$ cat src/rtl/aac_pkg.sv
package aac_pkg;

   localparam int AccelWidth   = 16;
   localparam int TimeWidth    = 32;
   localparam int CountWidth   = 16;
   localparam int DevWidth     = 16;
   localparam int CsrDataWidth = 32;
   localparam int CsrIndexWidth = 3;
   localparam int RootSteps    = 16;
   localparam int PctScale     = 100;

   localparam int AvgDepthDefault = 10;

   localparam logic [14:0] OneGReset          = 15'd8192;
   localparam logic [15:0] RestLimitReset     = 16'd819;
   localparam logic [15:0] RunLimitReset      = 16'd4096;
   localparam logic [31:0] WindowMsReset      = 32'd300000;
   localparam logic [6:0]  ActivePercentReset = 7'd70;

   typedef enum logic [CsrIndexWidth-1:0] {
      CSR_ONE_G          = 3'd0,
      CSR_REST_LIMIT     = 3'd1,
      CSR_RUN_LIMIT      = 3'd2,
      CSR_WINDOW_MS      = 3'd3,
      CSR_ACTIVE_PERCENT = 3'd4
   } csr_index_type;

   typedef enum logic [1:0] {
      ACT_REST = 2'd0,
      ACT_WALK = 2'd1,
      ACT_RUN  = 2'd2
   } activity_type;

   typedef enum logic [1:0] {
      AXIS_X = 2'd0,
      AXIS_Y = 2'd1,
      AXIS_Z = 2'd2
   } axis_type;

   typedef enum logic [2:0] {
      ST_IDLE,
      ST_SQUARE,
      ST_ROOT,
      ST_DEVIATE,
      ST_CLASSIFY,
      ST_REPLY
   } state_type;

   typedef struct packed {
      logic     load;
      logic     square;
      axis_type axis;
      logic     root_step;
      logic     deviate;
      logic     classify;
      logic     reply;
   } cmd_type;

   typedef struct packed {
      logic out_free;
   } status_type;

endpackage

$ cat src/rtl/aac_ctrl.sv
module aac_ctrl (
   input  logic                clock,
   input  logic                reset,
   input  logic                req_valid,
   output logic                req_stall,
   input  aac_pkg::status_type status,
   output aac_pkg::cmd_type    cmd
);
   import aac_pkg::*;

   state_type  state_ff, state_in;
   logic [3:0] step_ff, step_in;

   always_ff @(posedge clock) begin
      if (reset) begin
         state_ff <= ST_IDLE;
         step_ff  <= '0;
      end else begin
         state_ff <= state_in;
         step_ff  <= step_in;
      end
   end

   always_comb begin
      state_in      = state_ff;
      step_in       = step_ff;
      cmd           = '0;
      cmd.axis      = axis_type'(step_ff[1:0]);
      req_stall     = 1'b1;
      case (state_ff)
         ST_IDLE: begin
            req_stall = 1'b0;
            if (req_valid) begin
               cmd.load = 1'b1;
               step_in  = '0;
               state_in = ST_SQUARE;
            end
         end
         ST_SQUARE: begin
            cmd.square = 1'b1;
            if (step_ff[1:0] == AXIS_Z) begin
               step_in  = '0;
               state_in = ST_ROOT;
            end else begin
               step_in = step_ff + 4'd1;
            end
         end
         ST_ROOT: begin
            cmd.root_step = 1'b1;
            step_in       = step_ff + 4'd1;
            if (step_ff == 4'(RootSteps - 1)) begin
               state_in = ST_DEVIATE;
            end
         end
         ST_DEVIATE: begin
            cmd.deviate = 1'b1;
            state_in    = ST_CLASSIFY;
         end
         ST_CLASSIFY: begin
            cmd.classify = 1'b1;
            state_in     = ST_REPLY;
         end
         ST_REPLY: begin
            if (status.out_free) begin
               cmd.reply = 1'b1;
               state_in  = ST_IDLE;
            end
         end
         default: begin
            state_in = ST_IDLE;
         end
      endcase
   end

endmodule

$ cat src/rtl/aac_datapath.sv
module aac_datapath #(
   parameter int AVG_DEPTH = aac_pkg::AvgDepthDefault
) (
   input  logic                              clock,
   input  logic                              reset,
   input  aac_pkg::cmd_type                  cmd,
   output aac_pkg::status_type               status,
   input  logic signed [15:0]                req_accel_x,
   input  logic signed [15:0]                req_accel_y,
   input  logic signed [15:0]                req_accel_z,
   input  logic [31:0]                       req_time_ms,
   input  logic                              csr_write,
   input  logic [aac_pkg::CsrIndexWidth-1:0] csr_index,
   input  logic [aac_pkg::CsrDataWidth-1:0]  csr_data,
   output logic                              rsp_valid,
   input  logic                              rsp_stall,
   output logic [1:0]                        rsp_activity,
   output logic                              rsp_window_done,
   output logic                              rsp_window_active,
   output logic [15:0]                       rsp_active_count,
   output logic [15:0]                       rsp_total_count
);
   import aac_pkg::*;

   localparam int SumWidth = DevWidth + $clog2(AVG_DEPTH);
   localparam int PosWidth = (AVG_DEPTH > 1) ? $clog2(AVG_DEPTH) : 1;
   localparam int PctWidth = 23;

   // configuration
   logic [14:0] one_g_ff;
   logic [15:0] rest_limit_ff;
   logic [15:0] run_limit_ff;
   logic [31:0] window_ms_ff;
   logic [6:0]  active_percent_ff;

   always_ff @(posedge clock) begin
      if (reset) begin
         one_g_ff          <= OneGReset;
         rest_limit_ff     <= RestLimitReset;
         run_limit_ff      <= RunLimitReset;
         window_ms_ff      <= WindowMsReset;
         active_percent_ff <= ActivePercentReset;
      end else if (csr_write) begin
         case (csr_index)
            CSR_ONE_G:          one_g_ff          <= csr_data[14:0];
            CSR_REST_LIMIT:     rest_limit_ff     <= csr_data[15:0];
            CSR_RUN_LIMIT:      run_limit_ff      <= csr_data[15:0];
            CSR_WINDOW_MS:      window_ms_ff      <= csr_data[31:0];
            CSR_ACTIVE_PERCENT: active_percent_ff <= csr_data[6:0];
            default: begin
            end
         endcase
      end
   end

   // captured beat
   logic signed [AccelWidth-1:0] ax_ff, ay_ff, az_ff;
   logic [TimeWidth-1:0]         time_ff;

   always_ff @(posedge clock) begin
      if (cmd.load) begin
         ax_ff   <= req_accel_x;
         ay_ff   <= req_accel_y;
         az_ff   <= req_accel_z;
         time_ff <= req_time_ms;
      end
   end

   // sum of squares, then bit-serial square root
   logic signed [AccelWidth-1:0] axis_sel;
   logic signed [31:0]           sq_term;
   logic [31:0]                  rem_ff, rem_in;
   logic [31:0]                  root_ff, root_in;
   logic [31:0]                  bit_ff, bit_in;
   logic [32:0]                  trial;

   always_comb begin
      case (cmd.axis)
         AXIS_X:  axis_sel = ax_ff;
         AXIS_Y:  axis_sel = ay_ff;
         AXIS_Z:  axis_sel = az_ff;
         default: axis_sel = az_ff;
      endcase
   end

   assign sq_term = axis_sel * axis_sel;
   assign trial   = {1'b0, root_ff} + {1'b0, bit_ff};

   always_comb begin
      rem_in  = rem_ff;
      root_in = root_ff;
      bit_in  = bit_ff;
      if (cmd.load) begin
         rem_in  = '0;
         root_in = '0;
         bit_in  = 32'h4000_0000;
      end else if (cmd.square) begin
         rem_in = rem_ff + unsigned'(sq_term);
      end else if (cmd.root_step) begin
         bit_in = bit_ff >> 2;
         if ({1'b0, rem_ff} >= trial) begin
            rem_in  = rem_ff - trial[31:0];
            root_in = (root_ff >> 1) + bit_ff;
         end else begin
            root_in = root_ff >> 1;
         end
      end
   end

   always_ff @(posedge clock) begin
      rem_ff  <= rem_in;
      root_ff <= root_in;
      bit_ff  <= bit_in;
   end

   // deviation ring and running sum
   logic [DevWidth-1:0] ring_ff [AVG_DEPTH];
   logic [PosWidth-1:0] pos_ff, pos_in;
   logic [SumWidth-1:0] sum_ff, sum_in;
   logic [DevWidth-1:0] mag;
   logic [DevWidth-1:0] dev;
   logic [DevWidth-1:0] one_g_ext;

   assign mag       = root_ff[DevWidth-1:0];
   assign one_g_ext = {1'b0, one_g_ff};
   assign dev       = (mag >= one_g_ext) ? mag - one_g_ext : one_g_ext - mag;
   assign sum_in    = sum_ff - SumWidth'(ring_ff[pos_ff]) + SumWidth'(dev);
   assign pos_in    = (pos_ff == PosWidth'(AVG_DEPTH - 1)) ? '0 : pos_ff + PosWidth'(1);

   always_ff @(posedge clock) begin
      if (reset) begin
         for (int i = 0; i < AVG_DEPTH; i++) begin
            ring_ff[i] <= '0;
         end
         pos_ff <= '0;
         sum_ff <= '0;
      end else if (cmd.deviate) begin
         ring_ff[pos_ff] <= dev;
         pos_ff <= pos_in;
         sum_ff <= sum_in;
      end
   end

   // classification, counts and window
   logic [SumWidth-1:0]   rest_scaled, run_scaled;
   activity_type          activity_in, activity_ff;
   logic [CountWidth-1:0] tot_ff, tot_in;
   logic [CountWidth-1:0] act_ff, act_in;
   logic [TimeWidth-1:0]  start_ff;
   logic [TimeWidth-1:0]  elapsed;
   logic                  done_ff;
   logic [PctWidth-1:0]   pct_lhs, pct_rhs;
   logic                  rsp_valid_ff;

   assign rest_scaled = SumWidth'(32'(rest_limit_ff) * 32'(AVG_DEPTH));
   assign run_scaled  = SumWidth'(32'(run_limit_ff) * 32'(AVG_DEPTH));
   assign elapsed     = time_ff - start_ff;

   always_comb begin
      if (sum_ff < rest_scaled) begin
         activity_in = ACT_REST;
      end else if (sum_ff < run_scaled) begin
         activity_in = ACT_WALK;
      end else begin
         activity_in = ACT_RUN;
      end
   end

   always_comb begin
      tot_in = tot_ff;
      act_in = act_ff;
      if (cmd.classify) begin
         if (tot_ff != '1) begin
            tot_in = tot_ff + CountWidth'(1);
         end
         if (activity_in != ACT_REST && act_ff != '1) begin
            act_in = act_ff + CountWidth'(1);
         end
      end else if (cmd.reply && done_ff) begin
         tot_in = '0;
         act_in = '0;
      end
   end

   assign pct_lhs = PctWidth'(act_ff) * PctWidth'(PctScale);
   assign pct_rhs = PctWidth'(active_percent_ff) * PctWidth'(tot_ff);

   always_ff @(posedge clock) begin
      if (reset) begin
         tot_ff   <= '0;
         act_ff   <= '0;
         start_ff <= '0;
      end else begin
         tot_ff <= tot_in;
         act_ff <= act_in;
         if (cmd.reply && done_ff) begin
            start_ff <= time_ff;
         end
      end
   end

   always_ff @(posedge clock) begin
      if (cmd.classify) begin
         activity_ff <= activity_in;
         done_ff     <= (elapsed >= window_ms_ff);
      end
   end

   // result register
   always_ff @(posedge clock) begin
      if (reset) begin
         rsp_valid_ff <= 1'b0;
      end else if (cmd.reply) begin
         rsp_valid_ff <= 1'b1;
      end else if (!rsp_stall) begin
         rsp_valid_ff <= 1'b0;
      end
   end

   always_ff @(posedge clock) begin
      if (cmd.reply) begin
         rsp_activity      <= activity_ff;
         rsp_window_done   <= done_ff;
         rsp_window_active <= done_ff && (pct_lhs >= pct_rhs);
         rsp_active_count  <= act_ff;
         rsp_total_count   <= tot_ff;
      end
   end

   assign rsp_valid       = rsp_valid_ff;
   assign status.out_free = !rsp_valid_ff || !rsp_stall;

endmodule

$ cat src/rtl/accel_activity_classifier.sv
// channel   ports                                        direction
// req       req_valid req_stall req_accel_x/y/z time_ms  in
// rsp       rsp_valid rsp_stall rsp_activity ... count   out
// csr       csr_write csr_index csr_data                 in
//
// a beat is accepted only in idle and then passes through load, squaring of x, y and z on
// one shared multiplier, the 16-step bit-serial square root, deviate, classify and reply
// synchronous active-high reset clears the ring, sum, counts and window start
// registers return to their default values on reset
// the result register holds a beat under rsp_stall; the next beat is taken meanwhile
// and waits in its final cycle until the result register frees
module accel_activity_classifier #(
   parameter int AVG_DEPTH = aac_pkg::AvgDepthDefault
) (
   input  logic                              clock,
   input  logic                              reset,
   input  logic                              req_valid,
   output logic                              req_stall,
   input  logic signed [15:0]                req_accel_x,
   input  logic signed [15:0]                req_accel_y,
   input  logic signed [15:0]                req_accel_z,
   input  logic [31:0]                       req_time_ms,
   output logic                              rsp_valid,
   input  logic                              rsp_stall,
   output logic [1:0]                        rsp_activity,
   output logic                              rsp_window_done,
   output logic                              rsp_window_active,
   output logic [15:0]                       rsp_active_count,
   output logic [15:0]                       rsp_total_count,
   input  logic                              csr_write,
   input  logic [aac_pkg::CsrIndexWidth-1:0] csr_index,
   input  logic [aac_pkg::CsrDataWidth-1:0]  csr_data
);
   import aac_pkg::*;

   cmd_type    cmd;
   status_type status;

   aac_ctrl u_ctrl (
      .clock     (clock),
      .reset     (reset),
      .req_valid (req_valid),
      .req_stall (req_stall),
      .status    (status),
      .cmd       (cmd)
   );

   aac_datapath #(
      .AVG_DEPTH (AVG_DEPTH)
   ) u_datapath (
      .clock             (clock),
      .reset             (reset),
      .cmd               (cmd),
      .status            (status),
      .req_accel_x       (req_accel_x),
      .req_accel_y       (req_accel_y),
      .req_accel_z       (req_accel_z),
      .req_time_ms       (req_time_ms),
      .csr_write         (csr_write),
      .csr_index         (csr_index),
      .csr_data          (csr_data),
      .rsp_valid         (rsp_valid),
      .rsp_stall         (rsp_stall),
      .rsp_activity      (rsp_activity),
      .rsp_window_done   (rsp_window_done),
      .rsp_window_active (rsp_window_active),
      .rsp_active_count  (rsp_active_count),
      .rsp_total_count   (rsp_total_count)
   );

endmodule

$ cat config.mk
export PLATFORM = sky130hd
export DESIGN_NAME = accel_activity_classifier
export DESIGN_NICKNAME = d
export VERILOG_FILES = /design/src/rtl/aac_pkg.sv /design/src/rtl/aac_ctrl.sv /design/src/rtl/aac_datapath.sv /design/src/rtl/accel_activity_classifier.sv
export SDC_FILE = /design/constraint.sdc
export NUM_CORES = 2
export LEC_CHECK = 0
export BUFFER_PORTS_ARGS = -buffer_cell sky130_fd_sc_hd__buf_2
export CAP_MARGIN = 20
export CELL_PAD_IN_SITES_DETAIL_PLACEMENT = 2
export CELL_PAD_IN_SITES_GLOBAL_PLACEMENT = 2
export CORE_MARGIN = 4
export CORE_UTILIZATION = 38
export CTS_CLUSTER_SIZE = 16
export DETAILED_ROUTE_END_ITERATION = 8
export PLACE_DENSITY_LB_ADDON = 0.1
export SYNTH_ARGS = -nofsm -noshare
export SYNTH_HDL_FRONTEND = slang
export SYNTH_SLANG_ARGS = --single-unit
export TNS_END_PERCENT = 5
$ cat constraint.sdc
create_clock -name clock -period 8.52 [get_ports clock]
set_clock_uncertainty 0.2 [all_clocks]
set_input_delay 2.556 -clock clock [delete_from_list [all_inputs] [get_ports clock]]
set_output_delay 2.556 -clock clock [all_outputs]
set_load 0.005 [all_outputs]
==> results_dict.tcl <==
set metrics [dict create \
    status "finished clean" \
    core-area_sq_um 132000 \
    dr.pass1.iters 5 \
    synthFlopType "edfxtp_1" \
    grt_usage 0.231 \
    use_met2 0.402 \
    timing.max_cap.violations 0 \
    fp.dieArea_sq_um 138000 \
    fin_crit_sh 0.958 \
    grt_pass1_vias 42162 \
    drive_above_1_share 0.102 \
    setup_viol 0 \
    worstPathMaxFanout 13 \
    seq_area_frac_synth 0.329 \
    slew_viol_final 0 \
    io_pins 158 \
    finalWeightedCongestion 0.838 \
    regToRegEndpoint "u_datapath.rem_ff[30]" \
    tightest_slew_ns 1.12 \
    rsz0062_at_grt "no" \
    end_kind "register" \
    hold_class "reg -> reg" \
    clock_latency_ns 0.71 \
    ant_nets 0 \
    first_iter_violations 1738 \
    multiInputGateArea_sq_um 30600 \
    yosysWarnings 0 \
    min_path_cells 2 \
    drc 0 \
    vias_per_cell 5.36 \
    ys_seq_elements 641 \
    critical_path_class "reg -> reg" \
    synth_area_per_cell_sq_um 9.84 \
    fillers 14017 \
    worstPathBufferInverterCount 10 \
    use_met1 0.306 \
    worstRegToRegCells 30 \
    whs_ns 0.252 \
    grt_pass1_wl_mm 248 \
    hold_violations 0 \
    globalRouteOverflowTotal 0 \
    cts_made_buffers 81 \
    synthTopCellsByArea "edfxtp_1, fa_1, ha_1" \
    crit_arrival_ns 8.54 \
    holdPathEnd "u_datapath.window_ms_ff[17]" \
    io_buffers 157 \
    cts_tree "done" \
    async_flop_share 0 \
    antenna_found_initial 5 \
    grt_max_degree 79 \
    dpl.hpwl_mm 122 \
    vias 38022 \
    die_w_um 372 \
    drt_wl_total_mm 159 \
    synth.net_count 6109 \
    top_usage_layer "met2" \
    clkTransAtPathRegs_ns 0.06 \
    nets 6251 \
    slew_headroom 0.255 \
    area_growth_pct 11.6 \
    path_depth 30 \
    critPathLaunchType "register" \
    fp.dieH_um 372 \
    seq_area_sq_um 16600 \
    synthCells 5122 \
    fmax_ghz 0.122 \
    synth_cell_types 87 \
    rows 133 \
    root_buffer "clkbuf_16" \
    hold_buffers 0 \
    r2r-start "u_ctrl.step_ff[0]" \
    min_period_ns 8.16 \
    cp_slowest_cell "fa_1" \
    mappedNetlistArea_sq_um 50400 \
    htreeDepth 3 \
    required_ns 8.90 \
    critPathMaxStageDelay_ns 0.53 \
    grtUsageMet3 0.0252 \
    hold_start "u_datapath.window_ms_ff[17]" \
    cts_sinks 641 \
    synth_top_area_frac 0.224 \
    r2r_slack_ns 0.36 \
    clock_path_buffers 3 \
    wl_per_cell_um 22.4 \
    initial_core_util 0.383 \
    synth_edf_count 375 \
    crit_family "adder cells" \
    yosysTopAreaCell "edfxtp_1" \
]
layout by cell type, fill, tap and decap left out, types with 49 or more instances in the layout:
| master | netlist | final |
|---|---|---|
| inv_1 | 649 | 648 |
| nand2_1 | 565 | 565 |
| ha_1 | 501 | 499 |
| nor2_1 | 434 | 432 |
| edfxtp_1 | 375 | 375 |
| fa_1 | 366 | 366 |
| a21oi_1 | 340 | 335 |
| dfxtp_1 | 266 | 262 |
| xnor2_1 | 160 | 160 |
| buf_2 | 17 | 156 |
| o21ai_0 | 129 | 128 |
| a21o_1 | 111 | 111 |
| buf_4 | 5 | 94 |
| and2_1 | 90 | 90 |
| a211oi_1 | 82 | 82 |
| xor2_1 | 82 | 82 |
| clkbuf_16 | 0 | 81 |
| mux4_2 | 80 | 80 |
| nor3_1 | 63 | 62 |
| nand2b_1 | 58 | 58 |
| nor2b_1 | 53 | 52 |
| nand3_1 | 49 | 49 |
flip-flops by register name (all words and copies together), names as in the netlist, 7 cells and up, named ones only:
| signal | flops |
|---|---|
| u_datapath.time_ff | 32 |
| u_datapath.rsp_active_count | 16 |
| u_datapath.start_ff | 32 |
| u_datapath.active_percent_ff | 7 |
| u_datapath.ax_ff | 16 |
| u_datapath.sum_ff | 20 |
| u_datapath.az_ff | 16 |
| u_datapath.root_ff | 32 |
| u_datapath.one_g_ff | 15 |
| u_datapath.bit_ff | 16 |
| u_datapath.ring_ff | 256 |
| u_datapath.rem_ff | 32 |
| u_datapath.tot_ff | 16 |
| u_datapath.window_ms_ff | 32 |
| u_datapath.rsp_total_count | 16 |
| u_datapath.ay_ff | 16 |
| u_datapath.run_limit_ff | 16 |
| u_datapath.act_ff | 16 |
| u_datapath.rest_limit_ff | 16 |
how the worst max path moves through the flow:
stage / startpoint / end
finish: u_ctrl.step_ff[0] / u_datapath.rem_ff[30]
global route: u_ctrl.step_ff[1] / u_datapath.rem_ff[30]
CTS: u_ctrl.step_ff[0] / u_datapath.rem_ff[31]
detailed placement: u_ctrl.step_ff[0] / u_datapath.rem_ff[31]
global placement: u_ctrl.step_ff[0] / u_datapath.rem_ff[31]
floorplan: u_ctrl.step_ff[0] / u_datapath.rem_ff[30]
metrics by stage:
stage          instances  setup TNS (ns)   util  setup WS (ns)  area (sq um)
4_1_cts             7080               0  0.426        0.00515         56100
3_3_place_gp        6929               0  0.405          0.146         53300
3_5_place_dp        6929          -0.282  0.405         -0.174         53300
5_1_grt             7090               0  0.427         0.0278         56200
6_report            7092               0  0.427          0.356         56200
2_1_floorplan       5122               0      -          0.417         50400
Yosys cell counts, types with 37 or more instances:
cell	number
and2_1	90
fa_1	366
nand3_1	49
nor2b_1	53
nor3_1	63
mux4_2	80
nor2_1	434
ha_1	501
dfxtp_1	266
a31oi_1	37
a21oi_1	340
nand2b_1	58
xor2_1	82
edfxtp_1	375
o21ai_0	129
clkbuf_1	159
inv_1	649
nand2_1	565
xnor2_1	160
a211oi_1	82
a21o_1	111
logic make-up after synthesis:
logic type / after synthesis / share of synthesized area
AND/OR/NAND/NOR: 1471 / 0.132
AO/OA/AOI/OAI: 948 / 0.122
adder cells (fa/ha/maj): 867 / 0.270
buffers and inverters: 853 / 0.0648
flip-flops: 641 / 0.329
XOR/XNOR: 242 / 0.0421
multiplexers: 100 / 0.0398
worst register-to-register path, delay by kind of cell (launching register included):
| kind | cells | cell delay, ns |
|---|---|---|
| buf+inv | 10 | 1.11 |
| simple gates | 1 | 0.11 |
| flops | 1 | 0.38 |
| xor+xnor | 1 | 0.14 |
| compound gates | 10 | 2.52 |
| fa+ha+maj | 8 | 3.61 |
timing repair:
item | CTS | global route
setup buffers | 0 | 2
endpoints found under the setup margin | 3 | 7
gates resized for setup | 4 | 14
pin swaps | 0 | 2
final cells by class:
cell class                 instances  area share
multi-input combinational       3628       0.545
sequential                       641       0.295
clock inverter                    41      0.0101
clock buffer                     110      0.0385
antenna                            5    0.000222
timing repair buffer             256      0.0284
inverter                         656      0.0440
tap                             1755      0.0390
per-layer routing:
metal  wire length [um]  up-vias
met3               4860      159
li1                   -    17711
met5                  0        -
met1              72100    19644
met2              77900      508
met4               3750        0
Power is not shown: default switching activity piles up to over one toggle a cycle in this logic, so the estimate is an artifact.
